### src/design/assert_macros.svh
// Assertion macros shared by the decoder modules.
// Needs a clock named clock and a reset named reset in the including module.
`ifndef ASSERT_MACROS_SVH
`define ASSERT_MACROS_SVH

// Property must hold on every clock edge outside reset.
`define U8_ASSERT(label, prop, msg) \
   label: assert property (@(posedge clock) disable iff (reset) prop) else $error(msg);

// Expression must never be true outside reset.
`define U8_NEVER(label, expr, msg) \
   `U8_ASSERT(label, !(expr), msg)

`endif

### src/design/u8dec_pkg.sv
// Shared types and constants for the UTF-8 to UCS-2 stream decoder.
// No dependencies.
package u8dec_pkg;

   // decode phase of the front end
   typedef enum logic [2:0] {
      PH_READY   = 3'd0,
      PH_TWO_B   = 3'd1,
      PH_THREE_B = 3'd2,
      PH_THREE_C = 3'd3,
      PH_DISCARD = 3'd4
   } phase_type;

   // kind of work handed from front to back
   typedef enum logic [1:0] {
      CMD_UNIT     = 2'd0,
      CMD_ELLIPSIS = 2'd1,
      CMD_BAD_LEAD = 2'd2
   } cmd_kind_type;

   typedef struct packed {
      cmd_kind_type kind;
      logic [15:0]  unit;
      logic         eos;
   } cmd_type;

   typedef struct packed {
      logic full;
      logic empty;
   } q_status_type;

   localparam int QUEUE_DEPTH = 4;
   localparam int QPTR_W      = $clog2(QUEUE_DEPTH);
   localparam int QCNT_W      = $clog2(QUEUE_DEPTH + 1);

   localparam int STEP_W = 2;
   localparam logic [STEP_W-1:0] ELLIPSIS_LAST_STEP = 2'd2;
   localparam logic [STEP_W-1:0] BAD_LEAD_LAST_STEP = 2'd1;

   localparam logic [7:0] BYTE_ZERO     = 8'h00;
   localparam logic [7:0] BYTE_ELLIPSIS = 8'h85;
   localparam logic [7:0] MASK_CONT     = 8'hC0;
   localparam logic [7:0] CONT_TAG      = 8'h80;
   localparam logic [7:0] MASK_LEAD2    = 8'hE0;
   localparam logic [7:0] LEAD2_TAG     = 8'hC0;
   localparam logic [7:0] MASK_LEAD3    = 8'hF0;
   localparam logic [7:0] LEAD3_TAG     = 8'hE0;
   localparam logic [7:0] PAY_LEAD2     = 8'h1F;
   localparam logic [7:0] PAY_LEAD3     = 8'h0F;
   localparam logic [7:0] PAY_CONT      = 8'h3F;

   localparam logic [15:0] UNIT_TERM     = 16'h0000;
   localparam logic [15:0] UNIT_PERIOD   = 16'h002E;
   localparam logic [15:0] UNIT_QUESTION = 16'h003F;

endpackage

### src/design/u8dec_front.sv
// Front end: accepts bytes, tracks the UTF-8 phase, issues commands.
// Depends on u8dec_pkg and assert_macros.svh.
`include "assert_macros.svh"

module u8dec_front (
   input  logic               clock,
   input  logic               reset,
   input  logic               push,
   input  logic [7:0]         req_in_byte,
   input  logic               q_full,
   output logic               cmd_push,
   output u8dec_pkg::cmd_type cmd
);
   import u8dec_pkg::*;

   phase_type   phase_ff, phase_in;
   logic [15:0] partial_ff, partial_in;
   logic        accept;
   logic        cont_ok;
   logic        is_zero;
   logic        cmd_valid;

   assign accept   = push && !q_full;
   assign cont_ok  = (req_in_byte & MASK_CONT) == CONT_TAG;
   assign is_zero  = req_in_byte == BYTE_ZERO;
   assign cmd_push = accept && cmd_valid;

   // next state
   always_comb begin
      phase_in   = phase_ff;
      partial_in = partial_ff;
      unique case (phase_ff)
         PH_TWO_B, PH_THREE_C: begin
            partial_in = '0;
            if (cont_ok || is_zero) phase_in = PH_READY;
            else phase_in = PH_DISCARD;
         end
         PH_THREE_B: begin
            if (cont_ok) begin
               partial_in = partial_ff | (16'(req_in_byte & PAY_CONT) << 6);
               phase_in   = PH_THREE_C;
            end else begin
               partial_in = '0;
               phase_in   = is_zero ? PH_READY : PH_DISCARD;
            end
         end
         PH_DISCARD: begin
            if (is_zero) phase_in = PH_READY;
         end
         default: begin
            partial_in = '0;
            phase_in   = PH_READY;
            priority if (is_zero || !req_in_byte[7]) begin
               phase_in = PH_READY;
            end else if ((req_in_byte & MASK_LEAD2) == LEAD2_TAG) begin
               partial_in = 16'(req_in_byte & PAY_LEAD2) << 6;
               phase_in   = PH_TWO_B;
            end else if ((req_in_byte & MASK_LEAD3) == LEAD3_TAG) begin
               partial_in = 16'(req_in_byte & PAY_LEAD3) << 12;
               phase_in   = PH_THREE_B;
            end else if (req_in_byte == BYTE_ELLIPSIS) begin
               phase_in = PH_READY;
            end else begin
               phase_in = PH_DISCARD;
            end
         end
      endcase
   end

   // command output
   always_comb begin
      cmd_valid = 1'b0;
      cmd.kind  = CMD_UNIT;
      cmd.unit  = UNIT_TERM;
      cmd.eos   = 1'b0;
      unique case (phase_ff)
         PH_TWO_B, PH_THREE_C: begin
            cmd_valid = 1'b1;
            if (cont_ok) cmd.unit = partial_ff | 16'(req_in_byte & PAY_CONT);
            else cmd.eos = 1'b1;
         end
         PH_THREE_B: begin
            if (!cont_ok) begin
               cmd_valid = 1'b1;
               cmd.eos   = 1'b1;
            end
         end
         PH_DISCARD: begin
            cmd_valid = 1'b0;
         end
         default: begin
            priority if (is_zero) begin
               cmd_valid = 1'b1;
               cmd.eos   = 1'b1;
            end else if (!req_in_byte[7]) begin
               cmd_valid = 1'b1;
               cmd.unit  = 16'(req_in_byte);
            end else if ((req_in_byte & MASK_LEAD2) == LEAD2_TAG) begin
               cmd_valid = 1'b0;
            end else if ((req_in_byte & MASK_LEAD3) == LEAD3_TAG) begin
               cmd_valid = 1'b0;
            end else if (req_in_byte == BYTE_ELLIPSIS) begin
               cmd_valid = 1'b1;
               cmd.kind  = CMD_ELLIPSIS;
            end else begin
               cmd_valid = 1'b1;
               cmd.kind  = CMD_BAD_LEAD;
            end
         end
      endcase
   end

   always_ff @(posedge clock) begin
      if (reset) begin
         phase_ff   <= PH_READY;
         partial_ff <= '0;
      end else if (accept) begin
         phase_ff   <= phase_in;
         partial_ff <= partial_in;
      end
   end

   // a bad lead byte always leads into discarding
   `U8_ASSERT(a_bad_lead_discard, (cmd_push && cmd.kind == CMD_BAD_LEAD) |=> (phase_ff == PH_DISCARD), "bad lead did not enter discard")

endmodule

### src/design/u8dec_queue.sv
// Short command queue between front end and back end.
// Depends on u8dec_pkg and assert_macros.svh.
`include "assert_macros.svh"

module u8dec_queue (
   input  logic                    clock,
   input  logic                    reset,
   input  logic                    wr_en,
   input  u8dec_pkg::cmd_type      wr_data,
   input  logic                    rd_en,
   output u8dec_pkg::cmd_type      rd_data,
   output u8dec_pkg::q_status_type status
);
   import u8dec_pkg::*;

   cmd_type           mem_ff [QUEUE_DEPTH];
   logic [QPTR_W-1:0] wr_ptr_ff, rd_ptr_ff;
   logic [QCNT_W-1:0] count_ff, count_in;

   assign status.full  = count_ff == QCNT_W'(QUEUE_DEPTH);
   assign status.empty = count_ff == '0;
   assign rd_data      = mem_ff[rd_ptr_ff];

   always_comb begin
      unique case ({wr_en, rd_en})
         2'b10:   count_in = count_ff + QCNT_W'(1);
         2'b01:   count_in = count_ff - QCNT_W'(1);
         default: count_in = count_ff;
      endcase
   end

   always_ff @(posedge clock) begin
      if (reset) begin
         wr_ptr_ff <= '0;
         rd_ptr_ff <= '0;
         count_ff  <= '0;
      end else begin
         if (wr_en) wr_ptr_ff <= wr_ptr_ff + QPTR_W'(1);
         if (rd_en) rd_ptr_ff <= rd_ptr_ff + QPTR_W'(1);
         count_ff <= count_in;
      end
   end

   always_ff @(posedge clock) begin
      if (wr_en) mem_ff[wr_ptr_ff] <= wr_data;
   end

   `U8_NEVER(a_no_overflow, wr_en && status.full, "write into full queue")
   `U8_NEVER(a_no_underflow, rd_en && status.empty, "read from empty queue")

endmodule

### src/design/u8dec_back.sv
// Back end: expands queued commands into code units behind an output register.
// Depends on u8dec_pkg and assert_macros.svh.
`include "assert_macros.svh"

module u8dec_back (
   input  logic                    clock,
   input  logic                    reset,
   input  u8dec_pkg::cmd_type      head,
   input  u8dec_pkg::q_status_type q_status,
   output logic                    q_rd,
   output logic [15:0]             rsp_code_unit,
   output logic                    rsp_end_of_string,
   output logic                    empty,
   input  logic                    pop
);
   import u8dec_pkg::*;

   logic              valid_ff, valid_in;
   logic [15:0]       unit_ff;
   logic              eos_ff;
   logic [STEP_W-1:0] step_ff, step_in;
   logic              take;
   logic [15:0]       unit_sel;
   logic              eos_sel;
   logic              last_sel;

   // output slot frees up when empty or being drained this cycle
   assign take = (!valid_ff || pop) && !q_status.empty;

   always_comb begin
      unique case (head.kind)
         CMD_UNIT: begin
            unit_sel = head.unit;
            eos_sel  = head.eos;
            last_sel = 1'b1;
         end
         CMD_ELLIPSIS: begin
            unit_sel = UNIT_PERIOD;
            eos_sel  = 1'b0;
            last_sel = step_ff == ELLIPSIS_LAST_STEP;
         end
         CMD_BAD_LEAD: begin
            last_sel = step_ff == BAD_LEAD_LAST_STEP;
            unit_sel = last_sel ? UNIT_TERM : UNIT_QUESTION;
            eos_sel  = last_sel;
         end
         default: begin
            unit_sel = UNIT_TERM;
            eos_sel  = 1'b1;
            last_sel = 1'b1;
         end
      endcase
   end

   assign q_rd     = take && last_sel;
   assign valid_in = take || (valid_ff && !pop);
   assign step_in  = !take ? step_ff : (last_sel ? '0 : step_ff + STEP_W'(1));

   always_ff @(posedge clock) begin
      if (reset) begin
         valid_ff <= 1'b0;
         step_ff  <= '0;
      end else begin
         valid_ff <= valid_in;
         step_ff  <= step_in;
      end
   end

   always_ff @(posedge clock) begin
      if (take) begin
         unit_ff <= unit_sel;
         eos_ff  <= eos_sel;
      end
   end

   assign rsp_code_unit     = unit_ff;
   assign rsp_end_of_string = eos_ff;
   assign empty             = !valid_ff;

   // a command partly expanded stays at the queue head
   `U8_ASSERT(a_step_has_head, (step_ff != '0) |-> !q_status.empty, "step without command")
   `U8_ASSERT(a_term_is_zero, (valid_ff && eos_ff) |-> (unit_ff == UNIT_TERM), "terminator not zero")

endmodule

### src/design/utf8_to_ucs2_stream_decoder.sv
// Path: a transferred byte's command is queued, then loaded into the output
// register on the rsp_ ports if the output slot is free. Throughput: one byte per
// cycle in unless full, one code unit per cycle out while popped; the back end's
// single output register limits output, so 0x85 (three units) and bad leads (two)
// draw down the 4-entry command queue; full rises only when it is exhausted.
// Reset: synchronous, active high; phase to ready, queue and output slot emptied.
module utf8_to_ucs2_stream_decoder (
   input  logic        clock,
   input  logic        reset,
   // byte input channel
   input  logic        push,
   input  logic [7:0]  req_in_byte,
   output logic        full,
   // code unit result channel
   output logic        empty,
   input  logic        pop,
   output logic [15:0] rsp_code_unit,
   output logic        rsp_end_of_string
);
   import u8dec_pkg::*;

   cmd_type      cmd_wr;
   cmd_type      cmd_head;
   logic         cmd_push;
   logic         cmd_rd;
   q_status_type q_status;

   // Input transfers stall only on a full command queue; bytes that make no
   // unit (lead bytes, discarded bytes) also wait for a free slot.
   assign full = q_status.full;

   // Front: phase tracking and classification of each byte into a command.
   u8dec_front u_front (
      .clock       (clock),
      .reset       (reset),
      .push        (push),
      .req_in_byte (req_in_byte),
      .q_full      (q_status.full),
      .cmd_push    (cmd_push),
      .cmd         (cmd_wr)
   );

   // Decoupling queue: lets the front take bytes while the back expands
   // multi-unit commands or waits on pop.
   u8dec_queue u_queue (
      .clock   (clock),
      .reset   (reset),
      .wr_en   (cmd_push),
      .wr_data (cmd_wr),
      .rd_en   (cmd_rd),
      .rd_data (cmd_head),
      .status  (q_status)
   );

   // Back: one code unit per cycle into the output register, if its slot is free.
   u8dec_back u_back (
      .clock             (clock),
      .reset             (reset),
      .head              (cmd_head),
      .q_status          (q_status),
      .q_rd              (cmd_rd),
      .rsp_code_unit     (rsp_code_unit),
      .rsp_end_of_string (rsp_end_of_string),
      .empty             (empty),
      .pop               (pop)
   );

endmodule
### config.mk
export PLATFORM = sky130hd
export DESIGN_NAME = utf8_to_ucs2_stream_decoder
export DESIGN_NICKNAME = d
export VERILOG_FILES = /design/src/design/u8dec_pkg.sv /design/src/design/u8dec_front.sv /design/src/design/u8dec_queue.sv /design/src/design/u8dec_back.sv /design/src/design/utf8_to_ucs2_stream_decoder.sv
export VERILOG_INCLUDE_DIRS = /design/src /design/src/design
export SDC_FILE = /design/constraint.sdc
export NUM_CORES = 1
export LEC_CHECK = 0
export BUFFER_PORTS_ARGS = -buffer_cell sky130_fd_sc_hd__buf_2
export CAP_MARGIN = 20
export CORE_MARGIN = 2
export CORE_UTILIZATION = 52
export CTS_BUF_LIST = sky130_fd_sc_hd__clkbuf_4
export CTS_CLUSTER_DIAMETER = 200
export DETAILED_ROUTE_END_ITERATION = 16
export PLACE_DENSITY = 0.7
export SLEW_MARGIN = 10
export SYNTH_ARGS = -nofsm -noshare
export SYNTH_HDL_FRONTEND = slang
export SYNTH_HIERARCHICAL = 1
export SYNTH_SLANG_ARGS = --single-unit
### constraint.sdc
create_clock -name clock -period 3.7 [get_ports clock]
set_input_delay 0 -clock clock [delete_from_list [all_inputs] [get_ports clock]]
set_output_delay 0 -clock clock [all_outputs]
set_load 0.005 [all_outputs]
==> results.py, run 1 <==
metrics = {
    "global_routing": {
        "grt_pass1_wl_mm": 14.36,
        "grt_max_degree": 20,
        "overflow": 0,
        "antenna_found_initial": 0,
        "grt_pass1_vias": 2830,
        "track_usage_pct": 19.24,
    },
    "route": {
        "vias": 2798,
        "wire_per_inst_um": 17.20,
        "drt_iter0_drc": 146,
        "drt-pass1-iter-count": 4,
        "via_per_inst": 5.444,
        "wl_mm": 8.839,
        "drc": 0,
        "drt.antenna.violating_nets": 0,
    },
    "setup_path": {
        "critPathRequiredTime_ns": 4.15,
        "cp-end-kind": "register",
        "startpoint_type": "register",
        "rr_worst_depth": 12,
        "worstPathArrival_ns": 3.54,
        "critPathMaxFanout": 4,
        "worstSetupPathType": "register to register",
    },
    "worst_hold_path": {
        "min_path_cells": 3,
        "hold_class": "input port to register",
    },
    "floorplanning": {
        "die_area_um2": 10290,
        "start_util_pct": 53.43,
        "rows": 35,
        "fp.dieH_um": 101.4,
        "boundaryPins": 31,
        "die_w_um": 101.4,
        "core-area_um2": 9240,
    },
    "sta": {
        "period_needed_ns": 3.095,
        "hold_viol_final": 0,
        "setup_tns_ns": 0,
        "relSlewSlack_pct": 48.14,
        "maxSlewViolCount": 0,
        "tightestPinTransition_ns": 0.7708,
        "setup_viol": 0,
        "fin_crit_sh_pct": 83.64,
        "setup_ws_ns": 0.6055,
        "skew_ns": 0.01514,
        "rsz0062_at_grt": "false",
        "fmax_mhz": 323.2,
    },
    "synth": {
        "yosysWarnings": 6,
        "synth-edff-count": 93,
        "synth_cells": 310,
        "synth.cell_area_um2": 4937,
        "synth-seq-cells": 118,
        "async_flop_share_pct": 0,
        "synth_nets": 334,
        "ys_types": 51,
        "ys_dominant_reg_cell": "edfxtp_1",
        "ys_seq_area_share_pct": 66.70,
        "syn_area_per_cell_um2": 15.93,
    },
    "final_layout": {
        "final_common_cell": "edfxtp_1",
        "fin_util_pct": 60.89,
        "num-fill-cells": 707,
        "final_cell_mix": "edfxtp_1, buf_2, dfxtp_1",
        "fin_nets": 396,
        "drive_above_1_share_pct": 24.68,
        "area_growth_syn_to_layout_pct": 13.96,
        "antenna_cells": 0,
    },
    "cts": {
        "cts-root-buf": "clkbuf_4",
        "path_clk_slew_ns": 0.12,
        "post_cts_buffers": 0,
        "clock_sinks": 118,
        "numCtsBuffers": 17,
        "clock_path_buffers": 2,
        "htreeDepth": 4,
        "cts_tree": "done",
        "ctsHoldBuffers": 13,
        "insertion_delay_ns": 0.51,
        "cts.repair.resized": 0,
    },
    "place": {
        "io_buffers": 30,
        "post-dp-hpwl_mm": 5.800,
        "dp_slack_ns": 0.5948,
        "place_congestion": 0.8400,
    },
    "power_and_ir_drop": {
        "seq_power_share_pct": 51.8,
        "max-vdd-ir-drop_v": 0.0002477,
        "sw_frac_of_total_pct": 31.25,
        "p_clk_share_pct": 23.2,
        "power.internal_mw": 2.374,
        "p_leak_nw": 1.993,
        "p_sw_mw": 1.079,
        "p_comb_share_pct": 24.9,
        "power_density_nw_per_um2": 613.7,
    },
    "run": {
        "maxCapViolations": 0,
    },
    "run_status": {
        "status": "completed",
    },
}
[flip-flops by register name, indices dropped and copies added, names as in the netlist, named ones only]
name                      count
u_queue/mem_ff               76
u_back/rsp_code_unit         16
u_front/partial_ff           10
u_front/phase_ff              3
u_queue/count_ff              3
u_back/step_ff                2
u_queue/rd_ptr_ff             2
u_queue/wr_ptr_ff             2
u_back/rsp_end_of_string      1
u_back/valid_ff               1
[area by class of cell]
| class | count | area (µm²) | area share [%] |
|---|---|---|---|
| inverters | 14 | 52.55 | 0.9340 |
| clock buffers | 17 | 127.6 | 2.268 |
| clock inverters | 15 | 118.9 | 2.113 |
| repair buffers | 53 | 352.8 | 6.271 |
| multi-input cells | 168 | 1520 | 27.02 |
| well taps | 129 | 161.4 | 2.869 |
| flip-flops and latches | 118 | 3293 | 58.53 |
[cell families (layout without fill, tap and decap cells)]
logic type                 Yosys count  count (layout)  synth area share [%]
DFF                                118             118                 66.70
and+or+nand+nor                     87              87                 10.06
AOI/OAI and AO/OA                   44              44                 7.096
buffers and inverters               24              99                 2.509
muxes                               20              20                 9.554
adders and majority gates           12              12                 3.193
xor gates and xnor gates             5               5                0.8871
[critical path, stage by stage, from the launching register on]
cell	delay (ns)
dfxtp_1	0.42
mux4_1	0.62
inv_1	0.10
ha_1	0.18
a22oi_1	0.09
nand2_1	0.11
and2_1	0.21
ha_1	0.22
inv_1	0.07
fa_1	0.43
xor2_1	0.16
or3_1	0.31
a21oi_1	0.13
[power by group through the flow]
stage / clock (mW) / combinational [mW] / sequential (mW)
after global placement: 0 / 0.831 / 1.81
after global routing: 0.881 / 0.966 / 1.81
after floorplan: 0 / 0.564 / 1.82
after CTS: 0.827 / 0.875 / 1.79
after detailed placement: 0 / 0.858 / 1.82
final: 0.803 / 0.861 / 1.79
[through the flow]
| stage | total power, mW | std cells | area (µm²) | hold slack (ns) |
|---|---|---|---|---|
| 2_1_floorplan | 2.385 | 310 | 4937 | 0.06427 |
| 3_3_place_gp | 2.641 | 468 | 5245 | 0.2788 |
| 3_5_place_dp | 2.682 | 468 | 5245 | 0.2814 |
| 4_1_cts | 3.495 | 513 | 5622 | 0.2529 |
| 5_1_grt | 3.660 | 514 | 5627 | 0.2695 |
| 6_report | 3.453 | 514 | 5627 | 0.3102 |
[per-layer routing]
layer	vias to the layer above	GRT usage (%)	wire, µm
li1	1320	-	-
met1	1409	24.48	3917
met2	57	31.13	4481
met3	12	6.004	267
met4	0	7.484	173
met5	-	0	0
[synth_stat cells (all sizes together) (3+ instances only)]
cell | number | area (µm²)
nor3 | 3 | 15.01
ha | 11 | 137.6
a22o | 9 | 78.83
o21ai | 7 | 35.03
and2 | 24 | 150.1
nor2b | 11 | 76.32
nand3 | 3 | 15.01
dfxtp | 25 | 500.5
nor4 | 4 | 25.02
xor2 | 3 | 26.28
buf | 5 | 52.55
mux4 | 19 | 461.7
nor2 | 18 | 67.56
edfxtp | 93 | 2793
or2 | 3 | 18.77
a21oi | 11 | 55.05
nand2 | 10 | 37.54
inv | 14 | 52.55
clkbuf | 5 | 18.77
[final timing paths]
check	startpoint	to	slack [ns]
worst max-delay path	register	u_queue/count_ff[2]$_SDFFE_PP0P_	0.61
worst min-delay path	req_in_byte[1]	u_front/partial_ff[7]$_SDFFE_PP0P_	0.31
worst min register to register	u_front/partial_ff[14]$_SDFFE_PP0P_	u_front/partial_ff[14]$_SDFFE_PP0P_	0.48
worst max register to register	register	u_queue/count_ff[2]$_SDFFE_PP0P_	0.61
Note: power is estimated with default switching activity, not from simulation.
==> run 2, diff against run 1 <==
==> constraint.sdc (replaced) <==
create_clock -name clock -period 3.1 [get_ports clock]
set_input_delay 0 -clock clock [delete_from_list [all_inputs] [get_ports clock]]
set_output_delay 0 -clock clock [all_outputs]
set_load 0.005 [all_outputs]
==> results.py, run 2 (synthesized netlist as in run 1, its figures left out) <==
metrics = {
    "run_status": {
        "status": "completed",
    },
    "sta": {
        "fin_crit_sh_pct": 94.02,
        "fmax_mhz": 343.1,
        "period_needed_ns": 2.915,
        "hold_viol_final": 0,
        "skew_ns": 0.02026,
        "maxSlewViolCount": 0,
        "relSlewSlack_pct": 35.77,
        "setup_viol": 0,
        "setup_tns_ns": 0,
        "rsz0062_at_grt": "false",
        "tightestPinTransition_ns": 0.9546,
    },
    "cts": {
        "post_cts_buffers": 0,
        "path_clk_slew_ns": 0.11,
        "cts_tree": "done",
        "numCtsBuffers": 17,
        "insertion_delay_ns": 0.50,
        "cts-root-buf": "clkbuf_4",
        "clock_sinks": 118,
        "clock_path_buffers": 2,
        "htreeDepth": 4,
    },
    "setup_path": {
        "critPathMaxFanout": 3,
        "critPathRequiredTime_ns": 3.53,
        "startpoint_type": "register",
        "max_stage_delay_ns": 0.54,
        "critPathTopFamily": "adder cells",
        "worstSetupPathType": "register to register",
        "worstPathArrival_ns": 3.34,
        "r2r_setup_slack_ns": 0.19,
        "r2r-end": "u_queue/count_ff[2]$_SDFFE_PP0P_",
        "cp-end-kind": "register",
        "cp_slowest_cell": "mux4_2",
        "rr_worst_depth": 12,
        "crit_path_cell_trace": "mux4_2 > inv_1 > ha_1 > a22oi_1 > nand2_1 > and2_4 > ha_1 > inv_1 > fa_1 > xor2_1 > or3_1 > a21oi_1",
        "path_buf_inv": 2,
    },
    "floorplanning": {
        "start_util_pct": 53.43,
        "core-area_um2": 9240,
        "boundaryPins": 31,
        "die_w_um": 101.4,
        "die_area_um2": 10290,
        "rows": 35,
        "fp.dieH_um": 101.4,
    },
    "final_layout": {
        "final_cell_mix": "edfxtp_1, buf_2, dfxtp_1",
        "largest_reg_flops": 76,
        "drive_above_1_share_pct": 25.59,
        "multiInputGateArea_um2": 1519,
        "final_common_cell": "edfxtp_1",
        "antenna_cells": 0,
        "seqCellArea_um2": 3294,
        "top_register": "u_queue/mem_ff",
        "fin_util_pct": 61.57,
        "fin_nets": 394,
        "finalNonFillerCells": 512,
        "num-fill-cells": 686,
        "area_growth_syn_to_layout_pct": 15.23,
    },
    "route": {
        "vias": 2804,
        "drc": 0,
        "wire_per_inst_um": 16.94,
        "drt.antenna.violating_nets": 0,
        "drt_iter0_drc": 198,
        "via_per_inst": 5.477,
        "drt-pass1-iter-count": 4,
        "wl_mm": 8.672,
    },
    "power_and_ir_drop": {
        "power_density_nw_per_um2": 758.3,
        "p_leak_nw": 2.010,
        "max-vdd-ir-drop_v": 0.0003261,
    },
    "place": {
        "io_buffers": 30,
        "post-dp-hpwl_mm": 5.721,
        "placed_cells": 469,
        "place_congestion": 0.8887,
    },
    "global_routing": {
        "grt_pass1_vias": 2630,
        "overflow": 0,
        "grt_pass1_wl_mm": 13.94,
        "grt_max_degree": 20,
        "antenna_found_initial": 0,
        "track_usage_pct": 18.81,
    },
    "worst_hold_path": {
        "holdCritStartpoint": "push",
        "hold_class": "input port to register",
        "min_path_cells": 5,
        "min_to": "u_front/phase_ff[2]$_SDFFE_PP0P_",
    },
    "run": {
        "maxCapViolations": 0,
    },
}
[run 2: changes by cell type in the layout (fill, tap and decap cells not counted), moves of 2 or more]
cell / change
buf_12: +2
bufinv_16: +2
clkinv_2: -3
dlygate4sd3_1: -2
[run 2: metrics by stage]
step	hold slack, ns	power [mW]	area, µm²	setup slack (ns)
finish	0.1101	4.314	5689	0.1854
global route	0.07321	4.583	5689	0.004051
CTS	0.06690	4.365	5689	0.007843
detailed placement	0.2989	3.219	5278	0.04447
global placement	0.2983	3.186	5278	0.1247
floorplan	0.06427	2.847	4937	0.08567
[run 2: worst max-delay path by stage]
stage | startpoint | end | slack [ns] | cells after the start
global route | register | u_queue/count_ff[2]$_SDFFE_PP0P_ | 0.004 | 12
floorplan | register | u_queue/count_ff[2]$_SDFFE_PP0P_ | 0.09 | 14
detailed placement | register | u_queue/count_ff[2]$_SDFFE_PP0P_ | 0.04 | 12
global placement | register | u_queue/count_ff[2]$_SDFFE_PP0P_ | 0.12 | 12
finish | register | u_queue/count_ff[2]$_SDFFE_PP0P_ | 0.19 | 12
CTS | register | u_queue/count_ff[2]$_SDFFE_PP0P_ | 0.008 | 12
[run 2: layout make-up]
type	count	area share, %
clock buffers	18	2.375
clock inverters	14	2.925
inverters	14	0.9237
multi-input cells	168	26.70
flip-flops and latches	118	57.91
well taps	129	2.837
repair buffers	51	6.334
[run 2: power by group]
| part | internal, mW | total, mW | leakage (nW) | switching [mW] |
|---|---|---|---|---|
| combinational | 0.474 | 1.06 | 0.795 | 0.582 |
| sequential | 2.05 | 2.13 | 1.05 | 0.0800 |
| clock | 0.512 | 1.13 | 0.161 | 0.617 |
| total | 3.03 | 4.31 | 2.01 | 1.28 |
[run 2: timing repair]
item	in CTS	in global routing
hold endpoints to repair	48	0
hold buffers	11	0
resized for setup	0	3
setup endpoints to repair	0	1
[run 2: worst reg2reg max path: stages, from the launching register on]
cell and delay (ns):
dfxtp_2 0.38, mux4_2 0.54, inv_1 0.10, ha_1 0.19, a22oi_1 0.08, nand2_1 0.13
and2_4 0.18, ha_1 0.18, inv_1 0.07, fa_1 0.42, xor2_1 0.16, or3_1 0.30
a21oi_1 0.13
[run 2: layer usage]
layer	wire, µm	vias to the layer above	GRT usage, %
li1	-	1322	-
met1	3915	1406	25.00
met2	4351	74	30.01
met3	361	2	5.590
met4	42	0	6.237
met5	0	-	0
==> run 3, diff against run 2 <==
--- a/config.mk
+++ b/config.mk
@@ -6,6 +6,7 @@
 export SDC_FILE = /design/constraint.sdc
 export NUM_CORES = 1
 export LEC_CHECK = 0
+export ABC_AREA = 1
 export BUFFER_PORTS_ARGS = -buffer_cell sky130_fd_sc_hd__buf_2
 export CAP_MARGIN = 20
 export CORE_MARGIN = 2
==> results.py, run 3 <==
metrics = {
    "final_layout": {
        "fin_util_pct": 60.66,
        "area_growth_syn_to_layout_pct": 13.62,
        "largest_reg_flops": 76,
        "final_cell_mix": "edfxtp_1, inv_1, nand2_1",
        "final_common_cell": "edfxtp_1",
        "seqCellArea_um2": 3293,
        "num-fill-cells": 807,
        "finalNonFillerCells": 718,
        "antenna_cells": 0,
        "fin_nets": 596,
        "top_register": "u_queue/mem_ff",
        "multiInputGateArea_um2": 1495,
        "drive_above_1_share_pct": 16.24,
    },
    "power_and_ir_drop": {
        "power_mw": 5.108,
        "p_leak_nw": 2.493,
        "power_density_nw_per_um2": 861.4,
        "max-vdd-ir-drop_v": 0.0003747,
    },
    "cts": {
        "clock_path_buffers": 2,
        "cts.repair.resized": 0,
        "insertion_delay_ns": 0.49,
        "cts-root-buf": "clkbuf_4",
        "post_cts_buffers": 0,
        "cts_tree": "done",
        "htreeDepth": 4,
        "path_clk_slew_ns": 0.11,
        "numCtsBuffers": 17,
        "clock_sinks": 118,
    },
    "sta": {
        "setup_viol": 0,
        "tightestPinTransition_ns": 0.6362,
        "hold_viol_final": 0,
        "relSlewSlack_pct": 57.59,
        "setup_tns_ns": 0,
        "skew_ns": 0.02130,
        "fmax_mhz": 345.1,
        "rsz0062_at_grt": "false",
        "fin_crit_sh_pct": 93.47,
        "maxSlewViolCount": 0,
        "period_needed_ns": 2.898,
    },
    "global_routing": {
        "antenna_found_initial": 0,
        "grt_max_degree": 22,
        "overflow": 0,
        "track_usage_pct": 20.30,
        "grt_pass1_vias": 3577,
        "grt_pass1_wl_mm": 16.99,
    },
    "synth": {
        "synth_compound_area_share_pct": 9.734,
        "synth-simple-area-share_pct": 15.90,
        "synth_top_area_cell": "edfxtp_1",
        "ys_types": 29,
        "synth.cell_area_um2": 5219,
        "synth_common_cells": "edfxtp_1, inv_1, nand2_1",
        "synth_top_cell_area_share_pct": 53.51,
        "synth_cells": 513,
        "synth_nets": 537,
        "synth-seq-cells": 118,
        "ys_seq_area_share_pct": 63.10,
        "yosysMostFrequentCell": "edfxtp_1",
        "synth_top_family_by_area": "simple AND/OR/NAND/NOR gates",
        "async_flop_share_pct": 0,
        "syn_area_per_cell_um2": 10.17,
        "synthAdderAreaFrac_pct": 3.021,
        "synth_xor_area_share_pct": 0,
        "synth-edff-count": 93,
        "yosysWarnings": 6,
        "ys_dominant_reg_cell": "edfxtp_1",
        "synthMuxAreaShare_pct": 0,
        "synthTopCellsByArea": "edfxtp_1, dfxtp_1, inv_1",
    },
    "setup_path": {
        "crit_path_cell_trace": "buf_4 > o21ai_0 > o22ai_1 > inv_1 > ha_1 > nand3_1 > nand2_1 > inv_1 > ha_1 > inv_1 > fa_1 > nand2_1 > nand3_1 > nand2_1 > inv_1 > nor2_1",
        "max_stage_delay_ns": 0.44,
        "path_buf_inv": 5,
        "critPathTopFamily": "adder cells",
        "cp-end-kind": "register",
        "crit_top_cell": "inv_1",
        "worstSetupPathType": "register to register",
        "cp_slowest_cell": "fa_1",
        "critPathRequiredTime_ns": 3.53,
        "critPathMaxFanout": 21,
        "worstPathArrival_ns": 3.33,
        "startpoint_type": "register",
    },
    "run_status": {
        "status": "completed",
    },
    "route": {
        "drt-pass1-iter-count": 8,
        "via_per_inst": 5.213,
        "drc": 0,
        "drt.antenna.violating_nets": 0,
        "drt_iter0_drc": 236,
        "wl_mm": 10.53,
        "vias": 3743,
        "wire_per_inst_um": 14.66,
    },
    "worst_hold_path": {
        "hold_class": "input port to register",
    },
    "place": {
        "placed_cells": 670,
        "io_buffers": 30,
        "place_congestion": 0.9112,
        "post-dp-hpwl_mm": 7.053,
    },
    "floorplanning": {
        "die_w_um": 104.2,
        "fp.dieH_um": 104.2,
        "boundaryPins": 31,
        "core-area_um2": 9774,
        "start_util_pct": 53.39,
        "die_area_um2": 10850,
        "rows": 36,
    },
    "run": {
        "maxCapViolations": 0,
    },
}
## run 3: changes by cell type after synthesis, moves of 5 or more
cell,change
mux4_1,-9
inv_1,+60
o21ai_0,+44
nor2_2,+11
nor2_1,+50
nor2b_1,-10
mux4_2,-10
a21oi_1,+8
a22o_1,-9
inv_2,+5
nand3_1,+25
nand2_1,+64
o22ai_1,+20
and2_1,-24
## run 3: per-stage QoR
step / hold WS, ns / cell area, µm² / setup slack (ns)
finish: 0.4413 / 5929 / 0.2025
global route: 0.4411 / 5929 / 0.03341
CTS: 0.3982 / 5929 / 0.2463
detailed placement: 0.3616 / 5482 / 0.2598
global placement: 0.3433 / 5482 / 0.4683
floorplan: 0.06907 / 5219 / 0.4521
## run 3: where the power goes
group          internal, mW  switching (mW)
Combinational         0.581            1.17
Sequential             2.13           0.102
Clock                 0.573           0.547
## run 3: timing repair
| item | in CTS | in global routing |
|---|---|---|
| hold buffers | 16 | 0 |
| endpoints found under the hold margin | 43 | 0 |
| setup endpoints to repair | 0 | 0 |
## run 3: cell type report
class,instances,share of cell area (%)
clock inverter,12,2.321
inverter,80,5.085
clock buffer,20,2.532
timing repair buffer,56,6.499
sequential,118,55.54
tap,133,2.807
multi-input combinational,299,25.22
## run 3: final timing paths
check / from / endpoint / slack, ns / cells after the start
max reg2reg: register / u_queue/count_ff[2]$_SDFFE_PP0P_ / 0.20 / 16
min: req_in_byte[0] / u_front/partial_ff[6]$_SDFFE_PP0P_ / 0.44 / 6
min reg2reg: u_front/partial_ff[14]$_SDFFE_PP0P_ / u_front/partial_ff[14]$_SDFFE_PP0P_ / 0.47 / 2
max: register / u_queue/count_ff[2]$_SDFFE_PP0P_ / 0.20 / 16
## run 3: routing by layer
layer / GRT usage (%) / vias to the layer above / part of all wire (%)
met5: 0 / - / 0
met4: 8.591 / 0 / 2.3
met3: 4.950 / 28 / 5.0
met2: 33.32 / 128 / 48
met1: 25.84 / 1755 / 45
li1: - / 1832 / -
## run 3: kinds of logic (layout without fill, tap and decap cells)
group	Yosys count	in the layout
buf+inv	96	168
compound gates	94	94
simple gates	193	193
flops	118	118
fa+ha+maj	12	12
## run 3: tightest hold or removal path, cell delays in order
cell and delay, ns:
dlygate4sd3_1 0.51, buf_2 0.15, o21ai_0 0.08, nand3_1 0.06, nand2_1 0.04, inv_1 0.04
